===== src/rtl/prgn_pkg.sv =====
// ----------------------------------------------------------------------------
// prgn_pkg
// Shared constants, codes and memory request types for the partition-grouped
// renumbering core.
// ----------------------------------------------------------------------------
`default_nettype none

package prgn_pkg;

  localparam int MAX_NODES      = 1024;
  localparam int MAX_PARTITIONS = 256;

  localparam int NODE_AW = $clog2(MAX_NODES);       // node / table index
  localparam int PART_AW = $clog2(MAX_PARTITIONS);  // partition index
  localparam int CNT_W   = NODE_AW + 1;             // counts up to MAX_NODES
  localparam int NP_W    = 9;                       // num_partitions register
  localparam int CMD_W   = 2;
  localparam int ST_W    = 3;

  // commands
  localparam logic [CMD_W-1:0] CMD_LOAD  = 2'd0;
  localparam logic [CMD_W-1:0] CMD_FINAL = 2'd1;
  localparam logic [CMD_W-1:0] CMD_O2N   = 2'd2;
  localparam logic [CMD_W-1:0] CMD_N2O   = 2'd3;

  // result status
  localparam logic [ST_W-1:0] ST_OK         = 3'd0;
  localparam logic [ST_W-1:0] ST_FULL       = 3'd1;
  localparam logic [ST_W-1:0] ST_PART_RANGE = 3'd2;
  localparam logic [ST_W-1:0] ST_PHASE      = 3'd3;
  localparam logic [ST_W-1:0] ST_INDEX      = 3'd4;
  localparam logic [ST_W-1:0] ST_UNMAPPED   = 3'd5;

  // register map
  localparam logic REG_NUM_PARTITIONS = 1'b0;

  typedef struct packed {
    logic [PART_AW-1:0] part;
    logic               unmapped;
    logic [NODE_AW-1:0] rank;
  } node_rec_t;

  typedef struct packed {
    logic               unmapped;
    logic [NODE_AW-1:0] idx;
  } map_ent_t;

  typedef struct packed {
    logic               re;
    logic [PART_AW-1:0] raddr;
    logic               we;
    logic [PART_AW-1:0] waddr;
    logic [CNT_W-1:0]   wdata;
  } cnt_req_t;

  typedef struct packed {
    logic               re;
    logic [NODE_AW-1:0] raddr;
    logic               we;
    logic [NODE_AW-1:0] waddr;
    node_rec_t          wdata;
  } node_req_t;

  typedef struct packed {
    logic               re;
    logic [NODE_AW-1:0] raddr;
    logic               o2n_we;
    logic [NODE_AW-1:0] o2n_addr;
    map_ent_t           o2n_data;
    logic               n2o_we;
    logic [NODE_AW-1:0] n2o_addr;
    logic [NODE_AW-1:0] n2o_data;
  } map_req_t;

endpackage

`default_nettype wire


===== src/rtl/prgn_count_store.sv =====
// ----------------------------------------------------------------------------
// prgn_count_store
// Per-partition counter memory; holds counts while loading and start offsets
// after the prefix pass. Valid bits make unwritten entries read as zero.
// ----------------------------------------------------------------------------
`default_nettype none

module prgn_count_store (
  input  wire                          clk,
  input  wire                          rst,
  input  prgn_pkg::cnt_req_t           req,
  output logic [prgn_pkg::CNT_W-1:0]   rdata
);

  logic [prgn_pkg::CNT_W-1:0]          mem [prgn_pkg::MAX_PARTITIONS];
  logic [prgn_pkg::MAX_PARTITIONS-1:0] valid;
  logic [prgn_pkg::CNT_W-1:0]          rd_q;
  logic                                rd_vld;

  always_ff @(posedge clk) begin
    if (req.we) begin
      mem[req.waddr] <= req.wdata;
    end
    if (req.re) begin
      rd_q <= mem[req.raddr];
    end
  end

  always_ff @(posedge clk) begin
    if (rst) begin
      valid  <= '0;
      rd_vld <= 1'b0;
    end else begin
      if (req.we) begin
        valid[req.waddr] <= 1'b1;
      end
      if (req.re) begin
        rd_vld <= valid[req.raddr];
      end
    end
  end

  // never-written entry reads as zero
  assign rdata = rd_vld ? rd_q : '0;

endmodule

`default_nettype wire


===== config.mk =====
export PLATFORM = sky130hd
export DESIGN_NAME = prgn_count_store
export DESIGN_NICKNAME = d
export VERILOG_FILES = /design/src/rtl/prgn_pkg.sv /design/src/rtl/prgn_count_store.sv
export SDC_FILE = /design/constraint.sdc
export NUM_CORES = 2
export LEC_CHECK = 0
export BUFFER_PORTS_ARGS = -buffer_cell sky130_fd_sc_hd__buf_2
export CAP_MARGIN = 30
export CORE_UTILIZATION = 40
export CTS_BUF_LIST = sky130_fd_sc_hd__clkbuf_4 sky130_fd_sc_hd__clkbuf_8
export CTS_CLUSTER_DIAMETER = 50
export DETAILED_ROUTE_END_ITERATION = 12
export PLACE_DENSITY = 0.64
export SYNTH_ARGS = -nofsm -noshare
export SYNTH_HDL_FRONTEND = slang
export SYNTH_SLANG_ARGS = --single-unit

===== constraint.sdc =====
create_clock -name clk -period 2.3 [get_ports clk]
set_input_delay 0.115 -clock clk [delete_from_list [all_inputs] [get_ports clk]]
set_output_delay 0.115 -clock clk [all_outputs]
set_load 0.005 [all_outputs]

Word level (Yosys, flattened, before mapping). Memories as Yosys holds them, arrays and structs flattened. A register that Yosys moved wholly into a read port is not among the register bits. Cells that the tools add are included.

$add $sub $neg: 0. Multiply operators: 0. Divide/modulo/power cells: 0. $lt $le $gt $ge: 3. Eq/ne operators: 0. Shifts and indexed selects: 0. Mux-type cells: 7. Bitwise logic cells: 1. Reductions and logical operators: 1.

Operators by type and width (number): OR 256 bit (1); less-than comparator 8 x 9 -> 1 bit (second input constant) (2); 2-to-1 mux 11 bit (1); binary-select mux 1 bit (select 8 bit) (1); demux 1 bit (select 8 bit) (1); >= comparator 8 x 1 -> 1 bit (second input constant) (1); 2-to-1 mux 1 bit (4); logical AND 1 bit (1).

Register bits: 257. Bits in latches: 0. RAM bits: 2816. Bits in read-only memories: 0. Logic and storage cells: 15. Memories kept: 1.

Memories: mem (words 256, width 11, rd ports 1, clocked after memory_dff 1, wr ports 1, RTL line prgn_count_store.sv:15) `logic [prgn_pkg::CNT_W-1:0] mem [prgn_pkg::MAX_PARTITIONS];`.

Depth between registers and ports, before layout.
Depth in word-level cells: 5. Depth in mapped cells: 11.

Worst setup path after synthesis. OpenSTA, ideal clock, no wires.

Path kind: input to register. Start: in req[21] (netlist name). End: reg rd_q[9] (netlist name), read port of mem, data pin. Arrival: 2096 ps. Path slack: -56 ps. Stages: 10. Buffers on the path: 4. Path through: buf_6 buf_6 clkbuf_1 buf_1 mux4_2 a22oi_1 a21oi_1 nor4_1 o22ai_1 or2_1.

RTL lines: start, declared (RTL line prgn_count_store.sv:11) `input prgn_pkg::cnt_req_t req,`; end, declared (RTL line prgn_count_store.sv:17) `logic [prgn_pkg::CNT_W-1:0] rd_q;`.

==> run metrics <==
setup bufs post-CTS=0; RSZ-0062 raised after global routing=yes; synth-to-layout area growth=19.6%; placed inst area=129000 um2; CP max FO=1; part of the power in registers=53.6%; status=finished, violations left; Internal=89.4 mW; H-tree Lvls=5; core area=291000 um2; post-synthesis mux area share=14.9%; boundary pin count=42; first-pass GRT wire length=446000 um; Setup Skew=0.106 ns; combinational fraction of design power=5.6%; Yosys Warn Count=0; hold path cells=2; Clock Power Share=40.8%; sw frac=22.0%; pre-CTS WS=-1.37 ns; Initial Utilization=40.2%; WL final=309000 um; Hold Path Class=in -> reg; Worst EP arrival=3.34 ns; Total Power=115 mW; syn_nets=5554; hold endpoint=mem[171][3]$_DFFE_PP_; DIE AREA=295000 um2; IO Port Bufs=41; Layout Nets=6566; worst reg-to-reg path cell count=7; Worst VDD drop=0.520 mV; reg-to-reg startpoint=mem[55][3]$_DFFE_PP_; deepest clock path buffer count=4; CP startpoint kind=flip-flop; most frequent cell after synthesis=edfxtp_1; Die X-Extent=543 um; GRT overflow=0; gpl congestion=0.886; Slew @ Worst Pin=0.843 ns; # rows=198; switching power=25.2 mW; CTS tree=yes; Vias=61.1k; share of the synthesized area in the top cell type=72.5%; Post-Synth Adder-Cell Area=0%; synthesized flop and latch total=3084; startpoint of the worst hold path=req[3]; top cells by count, synth=2827 x edfxtp_1, 760 x mux4_2, 362 x a22oi_1, 296 x nor2_1, 257 x dfxtp_1; drt drc=0; die height=543 um; DR WL/cell=28.5 um; max cap viols=0; synthesized cell area=117000 um2; pin count of the biggest net entering global routing=99; largest family of logic cells by synthesized area=multiplexers; Final Max Slew Viols=0; count of cell types in the netlist=46; Final setup viols=11; Synth area leader=edfxtp_1; CTS sink cnt=3084; gr usage total=20.9%; CTS root buf=clkbuf_8; Setup Crit Path Kind=reg -> reg; Initial DRC Count=6987; Power Dens Cells=819 nW/um2; Slew headroom=43.8%; vias in the first global route=62.6k; Worst setup EP type=flip-flop; leakage=45.0 nW; post-layout minimum cycle time=2.52 ns; Final Hold Viols=0; initial antenna violation count=17; DRT Pass-1 Iters=5; ys async rst share=0%; Syn Area/Cell=21.2 um2; dpl hpwl=196000 um; fraction of layout cells with a size suffix above 1=37.9%; Synth area leaders=edfxtp_1 73%, mux4_2 15%, dfxtp_1 4.4%; average via count per standard cell=5.64; final core occ=48.1%; EDFF count, synth=2827; XOR/XNOR share of the synthesized area=0%; WP data required=3.12 ns; R2R Setup Slk=-0.22 ns; post-synthesis compound-gate area fraction=4.95%; final worst slack=-0.223 ns; cell area after layout=140000 um2; Top FF cell, synth=edfxtp_1; register area share after synthesis=76.9%; clk_lat worst skew=1.08 ns; Mapped Cells=5523; post-synthesis simple-gate area fraction=1.73%; fmax=396 MHz; total clock buffers created by CTS=471; Critical Path Start=mem[55][3]$_DFFE_PP_; Routed Antenna Nets=0; Clock transition at path regs=0.07 ns; FF-to-FF End=rd_q[3]$_DFFE_PP_; period utilization=110%; failing checks=negative setup slack
critical path: stages (launching register included):
cell	delay, ns
edfxtp_1	0.38
mux4_2	0.51
a22oi_2	0.30
a21oi_1	0.13
nor4_1	0.29
buf_4	0.22
o22ai_1	0.16
or2_1	0.29
power groups by stage:
stage / Clock [mW] / Combinational (mW) / Sequential [mW]
after floorplan: 0 / 2.80 / 62.5
after global placement: 0 / 6.06 / 62.5
after detailed placement: 0 / 6.14 / 62.5
after CTS: 47.5 / 6.41 / 61.4
after global routing: 49.8 / 6.75 / 61.3
final: 46.8 / 6.46 / 61.4
sequential cells by signal (all words and copies together), names as in the netlist:
signal,count
mem,2816
rd_q,11
rd_vld,1
valid,256
worst max path at each step:
stage               cells past startpoint  slack (ns)           endpoint
floorplan                              10       0.007  rd_q[4]$_DFFE_PP_
global placement                       10       -1.53  rd_q[6]$_DFFE_PP_
detailed placement                     11       -1.37  rd_q[3]$_DFFE_PP_
CTS                                     7       -0.22  rd_q[2]$_DFFE_PP_
global route                            7       -0.28  rd_q[3]$_DFFE_PP_
finish                                  7       -0.22  rd_q[3]$_DFFE_PP_
cell type report:
class                   count  area [um2]
clock buffers             710        8710
clock inverters           153        1140
flip-flops and latches   3084       90000
inverters                   6        30.0
repair buffers            891        8700
well taps                3900        4880
fillers                 23600      151000
multi-input cells        2081       26400
diodes                     12        30.0
routing by layer:
layer / wire (um) / track usage (%)
met4: 11500 / 7.12
met1: 123000 / 28.2
met5: 22 / 0
met2: 150000 / 34.2
met3: 24100 / 3.55
logic make-up (layout without fill, tap and decap cells):
logic type,after synthesis,after routing
and+or+nand+nor,461,461
AOI/OAI and AO/OA,835,835
muxes,785,785
DFF,3084,3084
other,0,12
buffers and inverters,358,1760
repair_timing:
item,in CTS,in global routing
endpoints found under the setup margin,11,24
pin swaps,60,34
hold buffers,36,0
hold endpoints to repair,4183,0
cloned,0,0
resized for setup,173,63
per-stage QoR:
stage,setup TNS (ns),hold slack (ns),instances
3_3_place_gp,-14.14,0.441,9925
5_1_grt,-2.28,-0.0106,10800
2_1_floorplan,0,0.214,5523
4_1_cts,-1.77,0.00244,10800
3_5_place_dp,-13.20,0.448,9928
6_report,-1.54,0.0221,10800
placed cells by master (no fill, tap or decap), drive strengths merged, types with 2 or more instances in the layout:
cell type    synthesis  final
o22ai               26     26
clkinv               0    123
inv                  6     22
a22oi              362    362
buf                160    855
bufinv               0     11
nand2               32     32
a211oi               4      4
dlygate4sd3          0     36
mux2                 2      2
nand2b               3      3
clkinvlp             0      3
nor2               296    296
mux4               761    761
nor4                46     46
o221ai               5      5
o21a               240    240
a21oi              181    181
diode                0     12
nor3                 7      7
edfxtp            2827   2827
or2                 15     15
nand4                8      8
clkbuf             192    710
and2                12     12
dfxtp              257    257
nand3               25     25
o21ai                3      3
a22o                 2      2
nor2b               14     14
mux2i               22     22
o211ai               4      4
Power figures use the tool's default switching activity.
